--- src/rtl/core/comb_pkg.sv ---
// Shared types and constants for the combination enumerator.
package comb_pkg;

    localparam int MAX_R       = 10;
    localparam int MAX_N       = 16;
    localparam int VALUE_WIDTH = 16;

    localparam int IDX_W       = $clog2(MAX_N);
    localparam int SLOT_IX_W   = $clog2(MAX_R);
    localparam int R_W         = 4;
    localparam int N_W         = 5;
    localparam int SLOT_W      = 4;
    localparam int LOAD_IDX_W  = 4;
    localparam int QUEUE_DEPTH = 2;
    localparam int PADDR_W     = 3;
    localparam int PDATA_W     = 32;

    // Register index as decoded from paddr[2].
    localparam logic REG_COMB_SIZE = 1'b0;
    localparam logic REG_SET_SIZE  = 1'b1;

    localparam logic [R_W-1:0] COMB_SIZE_RESET = R_W'(1);
    localparam logic [N_W-1:0] SET_SIZE_RESET  = N_W'(16);

    typedef struct packed {
        logic                          req_type;
        logic [LOAD_IDX_W-1:0]         load_index;
        logic signed [VALUE_WIDTH-1:0] load_value;
    } t_in_item;

    typedef struct packed {
        logic signed [VALUE_WIDTH-1:0] item_value;
        logic [SLOT_W-1:0]             item_slot;
        logic                          last_of_run;
        logic                          exhausted;
    } t_out_item;

    typedef enum logic {
        REQ_LOAD = 1'b0,
        REQ_NEXT = 1'b1
    } t_req_type;

    typedef enum logic [1:0] {
        OP_LOAD,
        OP_NEXT,
        OP_EXHAUST
    } t_cmd_op;

    typedef struct packed {
        t_cmd_op                op;
        logic [IDX_W-1:0]       addr;
        logic [VALUE_WIDTH-1:0] value;
    } t_cmd;

    typedef enum logic [2:0] {
        ST_IDLE,
        ST_SEARCH,
        ST_ADVANCE,
        ST_PRIME,
        ST_EMIT,
        ST_EXHAUST
    } t_back_state;

endpackage

--- src/rtl/core/combination_enumerator.sv ---
// Top level of the lexicographic r-combination enumerator.
//
//  Port group    Direction  Handshake               Beat
//  in            sink       i_in_valid/o_in_ready   t_in_item: load or next request
//  out           source     o_out_valid/i_out_ready t_out_item: one slot or exhausted
//  apb           slave      psel/penable/pready     comb_size at 0x0, set_size at 0x4
//
// A load is written to the element store as the engine pops it from the two-entry
// queue. A next request steps through dequeue, carry search, index update and store
// read, then gives r results, one result a cycle while the output is not stalled; the
// first run after a restart skips the search. An exhausted answer follows the dequeue
// or the carry search. Reset is synchronous and active low; it clears control state
// and the chosen indices, while the element store keeps its contents. The result
// register holds a stalled beat and the queue lets the front keep taking requests.
module combination_enumerator (
    input  logic                              i_clk,
    input  logic                              i_rst_n,
    input  logic                              i_in_valid,
    output logic                              o_in_ready,
    input  comb_pkg::t_in_item                i_in_item,
    output logic                              o_out_valid,
    input  logic                              i_out_ready,
    output comb_pkg::t_out_item               o_out_item,
    input  logic                              psel,
    input  logic                              penable,
    input  logic                              pwrite,
    input  logic [comb_pkg::PADDR_W-1:0]      paddr,
    input  logic [comb_pkg::PDATA_W-1:0]      pwdata,
    output logic [comb_pkg::PDATA_W-1:0]      prdata,
    output logic                              pready
);

    logic [comb_pkg::R_W-1:0] r_comb_size;
    logic [comb_pkg::N_W-1:0] r_set_size;
    logic [comb_pkg::N_W-1:0] w_set_eff;
    logic                     w_cfg_wr;
    logic                     w_q_full;
    logic                     w_push;
    comb_pkg::t_cmd           w_push_cmd;
    logic                     w_pop;
    logic                     w_q_valid;
    comb_pkg::t_cmd           w_q_cmd;

    assign pready   = 1'b1;
    assign w_cfg_wr = psel && penable && pwrite;

    always_comb begin
        if (paddr[2] == comb_pkg::REG_COMB_SIZE) begin
            prdata = comb_pkg::PDATA_W'(r_comb_size);
        end else begin
            prdata = comb_pkg::PDATA_W'(r_set_size);
        end
    end

    always_ff @(posedge i_clk) begin
        if (!i_rst_n) begin
            r_comb_size <= comb_pkg::COMB_SIZE_RESET;
            r_set_size  <= comb_pkg::SET_SIZE_RESET;
        end else if (w_cfg_wr) begin
            if (paddr[2] == comb_pkg::REG_COMB_SIZE) begin
                r_comb_size <= pwdata[comb_pkg::R_W-1:0];
            end else begin
                r_set_size <= pwdata[comb_pkg::N_W-1:0];
            end
        end
    end

    // A set larger than the store saturates to the store depth.
    assign w_set_eff = (int'(r_set_size) > comb_pkg::MAX_N) ? comb_pkg::N_W'(comb_pkg::MAX_N)
                                                            : r_set_size;

    comb_front u_front (
        .i_valid     (i_in_valid),
        .o_ready     (o_in_ready),
        .i_item      (i_in_item),
        .i_comb_size (r_comb_size),
        .i_set_eff   (w_set_eff),
        .i_q_full    (w_q_full),
        .o_push      (w_push),
        .o_cmd       (w_push_cmd)
    );

    comb_queue u_queue (
        .i_clk   (i_clk),
        .i_rst_n (i_rst_n),
        .i_push  (w_push),
        .i_cmd   (w_push_cmd),
        .o_full  (w_q_full),
        .i_pop   (w_pop),
        .o_valid (w_q_valid),
        .o_cmd   (w_q_cmd)
    );

    comb_back u_back (
        .i_clk       (i_clk),
        .i_rst_n     (i_rst_n),
        .i_restart   (w_cfg_wr),
        .i_comb_size (r_comb_size),
        .i_set_eff   (w_set_eff),
        .i_q_valid   (w_q_valid),
        .i_q_cmd     (w_q_cmd),
        .o_pop       (w_pop),
        .o_valid     (o_out_valid),
        .i_ready     (i_out_ready),
        .o_item      (o_out_item)
    );

    a_exhausted_alone: assert property (@(posedge i_clk) disable iff (!i_rst_n)
        o_out_valid && o_out_item.exhausted
        |-> o_out_item.last_of_run && (o_out_item.item_slot == '0))
        else $error("exhausted beat is not a lone final beat");

    a_slot_in_range: assert property (@(posedge i_clk) disable iff (!i_rst_n)
        o_out_valid && !o_out_item.exhausted
        |-> ({1'b0, o_out_item.item_slot} < {1'b0, r_comb_size}))
        else $error("result slot beyond combination size");

    a_last_on_final_slot: assert property (@(posedge i_clk) disable iff (!i_rst_n)
        o_out_valid && !o_out_item.exhausted && o_out_item.last_of_run
        |-> ({1'b0, o_out_item.item_slot} == {1'b0, r_comb_size} - 1'b1))
        else $error("last marker not on the final slot");

endmodule

--- src/rtl/core/comb_ram.sv ---
// Generic single-write, single-read RAM with a registered read port.
module comb_ram #(
    parameter int WIDTH = 16,
    parameter int DEPTH = 16
) (
    input  logic                     i_clk,
    input  logic                     i_we,
    input  logic [$clog2(DEPTH)-1:0] i_waddr,
    input  logic [WIDTH-1:0]         i_wdata,
    input  logic                     i_re,
    input  logic [$clog2(DEPTH)-1:0] i_raddr,
    output logic [WIDTH-1:0]         o_rdata
);

    logic [WIDTH-1:0] r_mem [DEPTH];
    logic [WIDTH-1:0] r_rdata;

    always_ff @(posedge i_clk) begin
        if (i_we) begin
            r_mem[i_waddr] <= i_wdata;
        end
        if (i_re) begin
            r_rdata <= r_mem[i_raddr];
        end
    end

    assign o_rdata = r_rdata;

endmodule

--- src/rtl/core/comb_front.sv ---
// Front end: accepts request beats and turns them into queued commands.
module comb_front (
    input  logic                                 i_valid,
    output logic                                 o_ready,
    input  comb_pkg::t_in_item                   i_item,
    input  logic [comb_pkg::R_W-1:0]             i_comb_size,
    input  logic [comb_pkg::N_W-1:0]             i_set_eff,
    input  logic                                 i_q_full,
    output logic                                 o_push,
    output comb_pkg::t_cmd                       o_cmd
);

    localparam int IdxW = comb_pkg::IDX_W;

    logic       w_accept;
    logic       w_keep;
    logic       w_empty_run;

    assign o_ready  = !i_q_full;
    assign w_accept = i_valid && !i_q_full;

    // A combination that cannot exist is settled here and never reaches the search.
    assign w_empty_run = (i_comb_size == '0)
                      || (int'(i_comb_size) > comb_pkg::MAX_R)
                      || ({1'b0, i_comb_size} > i_set_eff);

    always_comb begin
        o_cmd.addr  = IdxW'(i_item.load_index);
        o_cmd.value = i_item.load_value;
        w_keep      = 1'b1;
        if (i_item.req_type == comb_pkg::REQ_LOAD) begin
            o_cmd.op = comb_pkg::OP_LOAD;
            w_keep   = int'(i_item.load_index) < comb_pkg::MAX_N;
        end else if (w_empty_run) begin
            o_cmd.op = comb_pkg::OP_EXHAUST;
        end else begin
            o_cmd.op = comb_pkg::OP_NEXT;
        end
    end

    assign o_push = w_accept && w_keep;

endmodule

--- src/rtl/core/comb_queue.sv ---
// Short command queue between the front end and the enumeration engine.
module comb_queue (
    input  logic           i_clk,
    input  logic           i_rst_n,
    input  logic           i_push,
    input  comb_pkg::t_cmd i_cmd,
    output logic           o_full,
    input  logic           i_pop,
    output logic           o_valid,
    output comb_pkg::t_cmd o_cmd
);

    localparam int Depth = comb_pkg::QUEUE_DEPTH;
    localparam int PtrW  = (Depth > 1) ? $clog2(Depth) : 1;
    localparam int CntW  = $clog2(Depth + 1);

    comb_pkg::t_cmd  r_mem [Depth];
    logic [PtrW-1:0] r_wptr, n_wptr;
    logic [PtrW-1:0] r_rptr, n_rptr;
    logic [CntW-1:0] r_count, n_count;

    assign o_full  = (r_count == CntW'(Depth));
    assign o_valid = (r_count != '0);
    assign o_cmd   = r_mem[r_rptr];

    always_comb begin
        n_wptr  = r_wptr;
        n_rptr  = r_rptr;
        n_count = r_count;
        if (i_push) begin
            n_wptr = (r_wptr == PtrW'(Depth - 1)) ? '0 : r_wptr + 1'b1;
        end
        if (i_pop) begin
            n_rptr = (r_rptr == PtrW'(Depth - 1)) ? '0 : r_rptr + 1'b1;
        end
        if (i_push && !i_pop) begin
            n_count = r_count + 1'b1;
        end else if (i_pop && !i_push) begin
            n_count = r_count - 1'b1;
        end
    end

    always_ff @(posedge i_clk) begin
        if (!i_rst_n) begin
            r_wptr  <= '0;
            r_rptr  <= '0;
            r_count <= '0;
        end else begin
            r_wptr  <= n_wptr;
            r_rptr  <= n_rptr;
            r_count <= n_count;
        end
        if (i_push) begin
            r_mem[r_wptr] <= i_cmd;
        end
    end

endmodule

--- src/rtl/core/comb_back.sv ---
// Enumeration engine: carry search over the chosen indices and result emission.
module comb_back (
    input  logic                          i_clk,
    input  logic                          i_rst_n,
    input  logic                          i_restart,
    input  logic [comb_pkg::R_W-1:0]      i_comb_size,
    input  logic [comb_pkg::N_W-1:0]      i_set_eff,
    input  logic                          i_q_valid,
    input  comb_pkg::t_cmd                i_q_cmd,
    output logic                          o_pop,
    output logic                          o_valid,
    input  logic                          i_ready,
    output comb_pkg::t_out_item           o_item
);

    localparam int IdxW  = comb_pkg::IDX_W;
    localparam int SlotW = comb_pkg::SLOT_IX_W;
    localparam int MaxR  = comb_pkg::MAX_R;

    comb_pkg::t_back_state r_state, n_state;

    logic [IdxW-1:0]        r_chosen [MaxR];
    logic [IdxW-1:0]        n_chosen [MaxR];
    logic                   r_started, n_started;
    logic [SlotW-1:0]       r_slot, n_slot;
    logic [SlotW-1:0]       r_pos;
    logic                   r_out_valid;
    comb_pkg::t_out_item    r_out;

    logic                   w_out_free;
    logic                   w_last;
    logic [SlotW-1:0]       w_slot_inc;
    logic                   w_can_adv [MaxR];
    logic [SlotW-1:0]       w_pos;
    logic                   w_found;
    logic                   w_ram_we;
    logic                   w_ram_re;
    logic [IdxW-1:0]        w_ram_raddr;
    logic [comb_pkg::VALUE_WIDTH-1:0] w_ram_rdata;
    logic                   w_load_out;
    comb_pkg::t_out_item    w_out;

    assign w_out_free = !r_out_valid || i_ready;
    assign w_last     = ({1'b0, r_slot} == {1'b0, i_comb_size} - 1'b1);
    assign w_slot_inc = r_slot + 1'b1;

    // A slot can still advance while its index stays below n - r + slot.
    always_comb begin
        w_pos   = '0;
        w_found = 1'b0;
        for (int k = 0; k < MaxR; k++) begin
            w_can_adv[k] = (k < int'(i_comb_size))
                        && (int'(r_chosen[k]) + int'(i_comb_size) < int'(i_set_eff) + k);
            if (w_can_adv[k]) begin
                w_pos   = SlotW'(k);
                w_found = 1'b1;
            end
        end
    end

    // Next state.
    always_comb begin
        n_state = r_state;
        case (r_state)
            comb_pkg::ST_IDLE: begin
                if (i_q_valid) begin
                    case (i_q_cmd.op)
                        comb_pkg::OP_LOAD:    n_state = comb_pkg::ST_IDLE;
                        comb_pkg::OP_EXHAUST: n_state = comb_pkg::ST_EXHAUST;
                        comb_pkg::OP_NEXT:    n_state = r_started ? comb_pkg::ST_SEARCH
                                                                  : comb_pkg::ST_ADVANCE;
                        default:              n_state = comb_pkg::ST_IDLE;
                    endcase
                end
            end
            comb_pkg::ST_SEARCH:  n_state = w_found ? comb_pkg::ST_ADVANCE
                                                    : comb_pkg::ST_EXHAUST;
            comb_pkg::ST_ADVANCE: n_state = comb_pkg::ST_PRIME;
            comb_pkg::ST_PRIME:   n_state = comb_pkg::ST_EMIT;
            comb_pkg::ST_EMIT: begin
                if (w_out_free && w_last) begin
                    n_state = comb_pkg::ST_IDLE;
                end
            end
            comb_pkg::ST_EXHAUST: begin
                if (w_out_free) begin
                    n_state = comb_pkg::ST_IDLE;
                end
            end
            default: n_state = comb_pkg::ST_IDLE;
        endcase
    end

    // Datapath controls.
    always_comb begin
        o_pop       = 1'b0;
        w_ram_we    = 1'b0;
        w_ram_re    = 1'b0;
        w_ram_raddr = r_chosen[0];
        w_load_out  = 1'b0;
        w_out       = '0;
        n_slot      = r_slot;
        n_started   = r_started;
        for (int k = 0; k < MaxR; k++) begin
            n_chosen[k] = r_chosen[k];
        end
        case (r_state)
            comb_pkg::ST_IDLE: begin
                o_pop    = i_q_valid;
                w_ram_we = i_q_valid && (i_q_cmd.op == comb_pkg::OP_LOAD);
            end
            comb_pkg::ST_SEARCH: begin
            end
            comb_pkg::ST_ADVANCE: begin
                n_started = 1'b1;
                for (int k = 0; k < MaxR; k++) begin
                    if (!r_started) begin
                        n_chosen[k] = IdxW'(k);
                    end else if (k >= int'(r_pos)) begin
                        n_chosen[k] = r_chosen[r_pos] + 1'b1
                                    + (IdxW'(k) - IdxW'(r_pos));
                    end
                end
            end
            comb_pkg::ST_PRIME: begin
                w_ram_re    = 1'b1;
                w_ram_raddr = r_chosen[0];
                n_slot      = '0;
            end
            comb_pkg::ST_EMIT: begin
                if (w_out_free) begin
                    w_load_out        = 1'b1;
                    w_out.item_value  = w_ram_rdata;
                    w_out.item_slot   = comb_pkg::SLOT_W'(r_slot);
                    w_out.last_of_run = w_last;
                    w_out.exhausted   = 1'b0;
                    if (!w_last) begin
                        w_ram_re    = 1'b1;
                        w_ram_raddr = r_chosen[w_slot_inc];
                        n_slot      = w_slot_inc;
                    end
                end
            end
            comb_pkg::ST_EXHAUST: begin
                if (w_out_free) begin
                    w_load_out        = 1'b1;
                    w_out.last_of_run = 1'b1;
                    w_out.exhausted   = 1'b1;
                    n_started         = 1'b0;
                end
            end
            default: begin
            end
        endcase
    end

    comb_ram #(
        .WIDTH (comb_pkg::VALUE_WIDTH),
        .DEPTH (comb_pkg::MAX_N)
    ) u_store (
        .i_clk   (i_clk),
        .i_we    (w_ram_we),
        .i_waddr (i_q_cmd.addr),
        .i_wdata (i_q_cmd.value),
        .i_re    (w_ram_re),
        .i_raddr (w_ram_raddr),
        .o_rdata (w_ram_rdata)
    );

    always_ff @(posedge i_clk) begin
        if (!i_rst_n) begin
            r_state     <= comb_pkg::ST_IDLE;
            r_started   <= 1'b0;
            r_slot      <= '0;
            r_pos       <= '0;
            r_out_valid <= 1'b0;
            for (int k = 0; k < MaxR; k++) begin
                r_chosen[k] <= '0;
            end
        end else begin
            r_state   <= n_state;
            r_started <= i_restart ? 1'b0 : n_started;
            r_slot    <= n_slot;
            if (r_state == comb_pkg::ST_SEARCH) begin
                r_pos <= w_pos;
            end
            for (int k = 0; k < MaxR; k++) begin
                r_chosen[k] <= n_chosen[k];
            end
            if (w_load_out) begin
                r_out_valid <= 1'b1;
            end else if (i_ready) begin
                r_out_valid <= 1'b0;
            end
        end
        if (w_load_out) begin
            r_out <= w_out;
        end
    end

    assign o_valid = r_out_valid;
    assign o_item  = r_out;

endmodule
--- config.mk ---
export PLATFORM = sky130hd
export DESIGN_NAME = combination_enumerator
export DESIGN_NICKNAME = d
export VERILOG_FILES = /design/src/rtl/core/comb_pkg.sv /design/src/rtl/core/combination_enumerator.sv /design/src/rtl/core/comb_ram.sv /design/src/rtl/core/comb_front.sv /design/src/rtl/core/comb_queue.sv /design/src/rtl/core/comb_back.sv
export SDC_FILE = /design/constraint.sdc
export NUM_CORES = 1
export LEC_CHECK = 0
export BUFFER_PORTS_ARGS = -buffer_cell sky130_fd_sc_hd__buf_2
export CORE_MARGIN = 8
export CORE_UTILIZATION = 24
export DETAILED_ROUTE_END_ITERATION = 16
export PLACE_DENSITY = 0.4
export SYNTH_ARGS = -nofsm -noshare
export SYNTH_HDL_FRONTEND = slang
export SYNTH_SLANG_ARGS = --single-unit
--- constraint.sdc ---
create_clock -name i_clk -period 4.2 [get_ports i_clk]
set_clock_uncertainty 0.15 [all_clocks]
set_input_delay 0 -clock i_clk [delete_from_list [all_inputs] [get_ports i_clk]]
set_output_delay 0 -clock i_clk [all_outputs]
set_load 0.1 [all_outputs]
==> flow_metrics.env, run 1 <==
export IMPL_yosys_warnings=0
export IMPL_max_freq_mhz=247
export IMPL_final_layout_size_suffix_gt1_share_pct=14.0
export IMPL_drt_pass1_iter_count=5
export IMPL_drcViolationCount=0
export IMPL_min_period_ps=4040
export IMPL_slew_viol_final=0
export IMPL_max_cap_viol_count=0
export IMPL_pin_count=120
export IMPL_tritoncts="yes"
export IMPL_cts_buffers=48
export IMPL_crit_path_end_kind="flip-flop"
export IMPL_synth_cell_types=80
export IMPL_vdd_ir_drop_max_mv=0.307
export IMPL_clkLatencyLatePin_ps=610
export IMPL_antenna_left=0
export IMPL_postSynthCellCount=1820
export IMPL_place_hpwl_um=44000
export IMPL_grt_util_all_layers_pct=13.0
export IMPL_routed_via_count=15000
export IMPL_clk_pin_slew_ps=60
export IMPL_powerDensity_nw_per_um2=458
export IMPL_drt_first_iter_violations=1156
export IMPL_antenna_found_initial=0
export IMPL_crit_path_max_incr_delay_ps=590
export IMPL_crit_buf_inv=2
export IMPL_grt_pass1_vias=15000
export IMPL_overflow=0
export IMPL_leakage_nw=9.67
export IMPL_wire_per_inst_um=20.9
export IMPL_cp_slowest_cell="a2111oi_0"
export IMPL_ys_seq_area_share_pct=53.9
export IMPL_core_sq_um=88500
export IMPL_avgSynthCellArea_sq_um=11.8
export IMPL_die_area_sq_um=99300
export IMPL_grt_max_degree=97
export IMPL_finalCritPeriodShare_pct=96.2
export IMPL_crit_family="compound AO/OA/AOI/OAI gates"
export IMPL_die_h_um=315
export IMPL_outcome="finished, final reports clean"
export IMPL_routed_wl_um=66200
export IMPL_hold_viol=0
export IMPL_slew_headroom_pct=19.2
export IMPL_clockRootBuffer="clkbuf_16"
export IMPL_rows=109
export IMPL_clockBufferDepth=3
export IMPL_worstMarginPinSlew_ps=1210
export IMPL_crit_chain="nor2b_1 -> inv_1 -> ha_1 -> a311oi_1 -> ha_1 -> or2_2 -> a21oi_1 -> a21o_1 -> a2111oi_0 -> a2111oi_0 -> buf_4"
export IMPL_syn_to_final_growth_pct=18.9
export IMPL_crit_type="reg -> reg"
export IMPL_utilization_pct=28.9
export IMPL_start_util_pct=24.3
export IMPL_via_per_inst=4.76
export IMPL_syn_area_sq_um=21500
export IMPL_die_w_um=315
export IMPL_final_nets=2147
export IMPL_grt_pass1_wl_um=98100
export IMPL_async_flop_share_pct=0
export IMPL_fin_tns_setup_ps=0
export IMPL_crit_required_ps=4580
export IMPL_rsz0062_at_grt="false"
export IMPL_cts_sinks=409
export IMPL_worstPathArrival_ps=4420
export IMPL_hold_class="in -> reg"
export IMPL_finalSetupViolCount=0
export IMPL_worstPathMaxFanout=5
export IMPL_htree_levels=2
export IMPL_place_congestion=0.782
export IMPL_synth_seq_cells=409
export IMPL_portBuffers=62
export IMPL_worstSetupStartpointType="flip-flop"
export IMPL_synth_enable_flop_cells=338
export IMPL_synth_ff_type="edfxtp_1"
## through the flow
step | instance area (sq um) | hold WS [ps] | cells | setup slack [ps] | total power [W]
after CTS | 25500 | 9.55 | 3158 | 121 | 0.0119
after detailed placement | 23400 | 41.1 | 3009 | 140 | 0.00763
after floorplan | 21600 | -51.1 | 1846 | 153 | 0.00677
after global routing | 25500 | 36.1 | 3158 | 10.2 | 0.0122
final | 25500 | 17.7 | 3159 | 158 | 0.0117
after global placement | 23400 | 38.1 | 3009 | 168 | 0.00760
## cells in the final DEF (no fill, tap or decap), types with 8 or more instances in the layout
cell type	n
dlygate4sd3_1	60
nand3_1	44
inv_1	51
a22o_1	32
a31oi_1	41
conb_1	28
edfxtp_1	338
a221o_1	17
nand4_1	68
nor2_2	8
nor3_1	15
a211oi_1	71
xnor2_1	32
fa_1	21
mux2i_1	46
mux2_2	20
xor2_1	19
nor2_1	87
clkinv_2	11
dfxtp_1	70
buf_2	62
clkbuf_16	48
ha_1	109
mux4_2	10
nand2b_1	48
buf_4	77
a21oi_1	70
and3_1	66
clkinv_1	12
o21ai_0	35
o21a_1	15
a21o_1	34
nand2_1	150
o32ai_1	16
and2_1	25
nor2b_1	13
## path summary, 6_finish.rpt
path / end / cells past startpoint / start / slack [ps]
worst min register to register: u_queue.r_count[1]$_SDFFE_PN0P_ / 2 / u_queue.r_count[1]$_SDFFE_PN0P_ / 370
worst min-delay path: u_queue.r_mem[1][13]$_DFFE_PP_ / 2 / i_in_item[13] / 20
worst max-delay path: u_back.r_pos[0]$_SDFFE_PN0N_ / 11 / r_set_size[3]$_SDFFE_PN0P_ / 160
worst max register to register: u_back.r_pos[0]$_SDFFE_PN0N_ / 11 / r_set_size[3]$_SDFFE_PN0P_ / 160
## synth_stat cells (all sizes together), types with 13 or more instances
master	number	area share, %
edfxtp	338	47
nand2	151	2.7
ha	109	6.4
nor2	95	1.7
clkbuf	84	1.5
a211oi	71	2.5
a21oi	71	1.7
dfxtp	71	6.6
nand4	68	2.0
and3	66	1.9
buf	63	1.8
inv	52	0.91
mux2i	48	2.3
nand2b	48	1.4
nand3	45	1.1
a31oi	41	1.2
o21ai	39	0.91
a21o	36	1.3
xnor2	33	1.4
a22o	32	1.3
and2	25	0.73
xor2	22	1.1
fa	21	2.0
mux2	20	1.0
a221o	17	0.79
mux4	16	1.8
nor3	16	0.40
o32ai	16	0.65
o21a	15	0.52
nor2b	13	0.38
## sequential cells by signal, summed over array words and instances, names as in the netlist, 4 cells and up, named ones only
| register | count |
|---|---|
| u_queue.r_mem | 44 |
| u_back.u_store.o_rdata | 16 |
| u_back.r_pos | 4 |
| r_set_size | 5 |
| r_comb_size | 4 |
| u_back.u_store.r_mem | 256 |
| u_back.r_chosen | 40 |
| u_back.r_slot | 4 |
| u_back.o_item | 22 |
## timing repair
action,4_1_cts,5_1_grt
hold endpoints to repair,116,0
endpoints found under the setup margin,0,1
buffers inserted,0,0
gates resized for setup,0,1
hold buffers,60,0
## area by class of cell
class,count,area [sq um]
antenna,1,2.50
clock buffer,59,1290
clock inverter,30,267
fill,9024,63000
inverter,52,195
multi-input combinational,1238,9150
sequential,409,11600
tap,1165,1460
timing repair buffer,205,1610
## cells by family (layout without fill, tap and decap cells)
family	count (synthesis)	after routing	share of synthesized area [%]
and+or+nand+nor	550	550	13.0
DFF	409	409	53.9
AOI/OAI and AO/OA	388	388	12.7
buffers and inverters	199	346	4.24
adders and majority gates	132	132	8.40
muxes	84	84	5.14
xor gates and xnor gates	56	56	2.56
other	2	29	0.0350
## metal layers
metal	up-vias	GRT usage, %	share of wire, %
li1	7096	-	-
met1	7487	17.0	45
met2	362	22.0	48
met3	95	1.60	4.4
met4	0	4.37	2.9
met5	-	0	0
## power breakdown
group	switching, W	total, W	internal, W
registers	0.000183	0.00502	0.00484
logic	0.00177	0.00254	0.000769
clock network	0.00175	0.00412	0.00238
total	0.00370	0.0117	0.00799
Power figures use the tool's default switching activity.
==> run 2: changes to the inputs <==
CORE_UTILIZATION = 40   (was 24)
PLACE_DENSITY = 0.58   (was 0.4)
SYNTH_HIERARCHICAL = 1   (was default)
==> run 2 against run 1 <==
  * Die area shrank 41%
  * Synthesized cell count shrank 22%
  * Worst setup slack gained 170 ps
  * Sequential share of layout area grew 3.8 points
  * Non-clock buffer count shrank 17
  * Fmax grew 4.4%
  * Cell area shrank 7.8%
  * Synthesized area shrank 5.0%
  * Critical path depth grew 2
  * First-iteration DRC count shrank 24%
  * Clock power shrank 9.5%
  * Largest cell class unchanged
  * Largest power group unchanged
  * Highest routed layer is now met5
==> flow_metrics.env, run 2 <==
export IMPL_hold_ws_ps=32.5
export IMPL_grt_max_degree=48
export IMPL_nFillCells=4406
export IMPL_die_area_sq_um=58500
export IMPL_die_h_um=242
export IMPL_yosys_warnings=6
export IMPL_synth_enable_flop_cells=338
export IMPL_clockPowerShare_pct=35.3
export IMPL_outcome="finished, final reports clean"
export IMPL_slew_headroom_pct=29.2
export IMPL_finish_instance_area_sq_um=23600
export IMPL_cp_slowest_cell="nor2b_1"
export IMPL_mostFrequentLayoutCell="edfxtp_1"
export IMPL_synth_most_common_cell="edfxtp_1"
export IMPL_worstPathMaxFanout=10
export IMPL_final_layout_size_suffix_gt1_share_pct=20.9
export IMPL_core_sq_um=50300
export IMPL_final_cell_mix="edfxtp_1, ha_1, dfxtp_1, nand2_1, a21oi_1"
export IMPL_antenna_left=0
export IMPL_cts_sinks=409
export IMPL_hold_viol=0
export IMPL_seq_area_sq_um=11600
export IMPL_multiInputGateArea_sq_um=8090
export IMPL_leakage_nw=8.90
export IMPL_max_freq_mhz=258
export IMPL_netlist_top_cells_area="edfxtp_1, mux4_2, ha_1"
export IMPL_antenna_found_initial=1
export IMPL_pin_count=120
export IMPL_hold_class="in -> reg"
export IMPL_post_dp_cell_area_sq_um=21600
export IMPL_synth_cell_types=86
export IMPL_crit_required_ps=4550
export IMPL_die_w_um=242
export IMPL_seqPwrFrac_pct=47.0
export IMPL_synth_ff_type="edfxtp_1"
export IMPL_combPwrFrac_pct=17.7
export IMPL_power_switching_w=0.00304
export IMPL_via_per_inst=5.29
export IMPL_start_util_pct=40.6
export IMPL_top_register="u_back/u_store/r_mem"
export IMPL_yosysTopAreaCell="edfxtp_1"
export IMPL_synth_seq_cells=409
export IMPL_finalSetupViolCount=0
export IMPL_routed_via_count=12000
export IMPL_drt_first_iter_violations=878
export IMPL_crit_path_max_incr_delay_ps=670
export IMPL_diodes=0
export IMPL_ys_seq_area_share_pct=56.7
export IMPL_tritoncts="yes"
export IMPL_final_cells=2273
export IMPL_rows=82
export IMPL_p_int_w=0.00752
export IMPL_worstSetupStartpointType="flip-flop"
export IMPL_utilization_pct=46.8
export IMPL_clockRootBuffer="clkbuf_16"
export IMPL_min_period_ps=3870
export IMPL_routed_wl_um=49700
export IMPL_crit_buf_inv=2
export IMPL_p_sw_share_pct=28.8
export IMPL_postSynthCellCount=1413
export IMPL_dp_cells=2133
export IMPL_top_regs="u_back/u_store/r_mem (256), u_queue/r_mem (44), u_back/r_chosen (40)"
export IMPL_fin_tns_setup_ps=0
export IMPL_max_cap_viol_count=0
export IMPL_worstPathArrival_ps=4220
export IMPL_portBuffers=62
export IMPL_htree_levels=2
export IMPL_grt_util_all_layers_pct=16.7
export IMPL_syn_to_final_growth_pct=15.5
export IMPL_crit_path_end_kind="flip-flop"
export IMPL_drcViolationCount=0
export IMPL_overflow=0
export IMPL_grt_pass1_vias=12300
export IMPL_place_hpwl_um=33800
export IMPL_synth_common_cells="edfxtp_1, ha_1, dfxtp_1"
export IMPL_wire_per_inst_um=21.9
export IMPL_clkLatencyLatePin_ps=570
export IMPL_crit_type="reg -> reg"
export IMPL_async_flop_share_pct=0
export IMPL_crit_family="simple AND/OR/NAND/NOR gates"
export IMPL_synth_top_area_share_pct=49.8
export IMPL_finalCritPeriodShare_pct=92.2
export IMPL_vdd_ir_drop_max_mv=0.416
export IMPL_rsz0062_at_grt="false"
export IMPL_powerDensity_nw_per_um2=448
export IMPL_grt_pass1_wl_um=75800
export IMPL_final_nets=1768
export IMPL_cts_buffers=44
export IMPL_avgSynthCellArea_sq_um=14.4
export IMPL_worstMarginPinSlew_ps=1060
export IMPL_slew_viol_final=0
export IMPL_clk_pin_slew_ps=60
export IMPL_largest_reg_flops=256
export IMPL_drt_pass1_iter_count=5
export IMPL_crit_chain="nor2b_1 -> inv_1 -> ha_1 -> a21oi_1 -> xnor2_1 -> ha_1 -> o22ai_1 -> a21oi_1 -> a31o_2 -> o221ai_1 -> nor4bb_1 -> buf_4 -> o2111a_1"
export IMPL_clockBufferDepth=3
export IMPL_syn_area_sq_um=20400
export IMPL_place_congestion=0.880
run 2: per-stage QoR:
stage          setup slack [ps]  power [W]
6_report                    328     0.0106
5_1_grt                     103     0.0110
4_1_cts                     239     0.0106
3_5_place_dp                316    0.00686
3_3_place_gp                343    0.00681
2_1_floorplan              36.8    0.00635
run 2: per-layer routing:
layer	wire, um	track usage, %
met5	13	0
met4	1220	4.51
met3	3130	3.51
met2	21900	25.2
met1	23400	24.3
run 2: power by group through the flow:
stage               logic, W  clock network (W)  registers, W
floorplan            0.00114                  0       0.00521
global placement     0.00178                  0       0.00503
detailed placement   0.00182                  0       0.00504
CTS                  0.00187            0.00382       0.00496
global route         0.00203            0.00399       0.00498
finish               0.00187            0.00373       0.00496
run 2: area by class of cell:
class                      instances  area share, %
clock buffer                      55           4.98
inverter                          52          0.829
timing repair buffer             188           6.18
clock inverter                    25          0.940
sequential                       409           49.1
multi-input combinational        872           34.4
tap                              672           3.57
run 2: cell families (layout without fill, tap and decap cells):
| family | after synthesis | count (layout) | synth area share, % |
|---|---|---|---|
| buf+inv | 158 | 320 | 4.39 |
| other cells | 2 | 28 | 0.0368 |
| flops | 409 | 409 | 56.7 |
| fa+ha+maj | 138 | 138 | 9.24 |
| xor+xnor | 60 | 60 | 2.72 |
| compound gates | 240 | 240 | 8.04 |
| simple gates | 269 | 269 | 6.75 |
| mux | 137 | 137 | 12.1 |
run 2: final timing paths:
check / startpoint / to / slack, ps / cells past startpoint
worst max-delay path: r_set_size[4]$_SDFFE_PN1P_ / u_back/r_state[0]$_SDFFE_PN0P_ / 330 / 13
worst min-delay path: i_in_item[7] / u_queue/r_mem[1][7]$_DFFE_PP_ / 30 / 2
worst max register to register: r_set_size[4]$_SDFFE_PN1P_ / u_back/r_state[0]$_SDFFE_PN0P_ / 330 / 13
worst min register to register: r_set_size[2]$_SDFFE_PN0P_ / r_set_size[2]$_SDFFE_PN0P_ / 330 / 2
run 2: repair_timing:
item,in CTS,in global routing
hold buffers,59,1
setup buffers,0,0
endpoints found under the hold margin,71,2
endpoints found under the setup margin,0,1
gates resized for setup,0,1
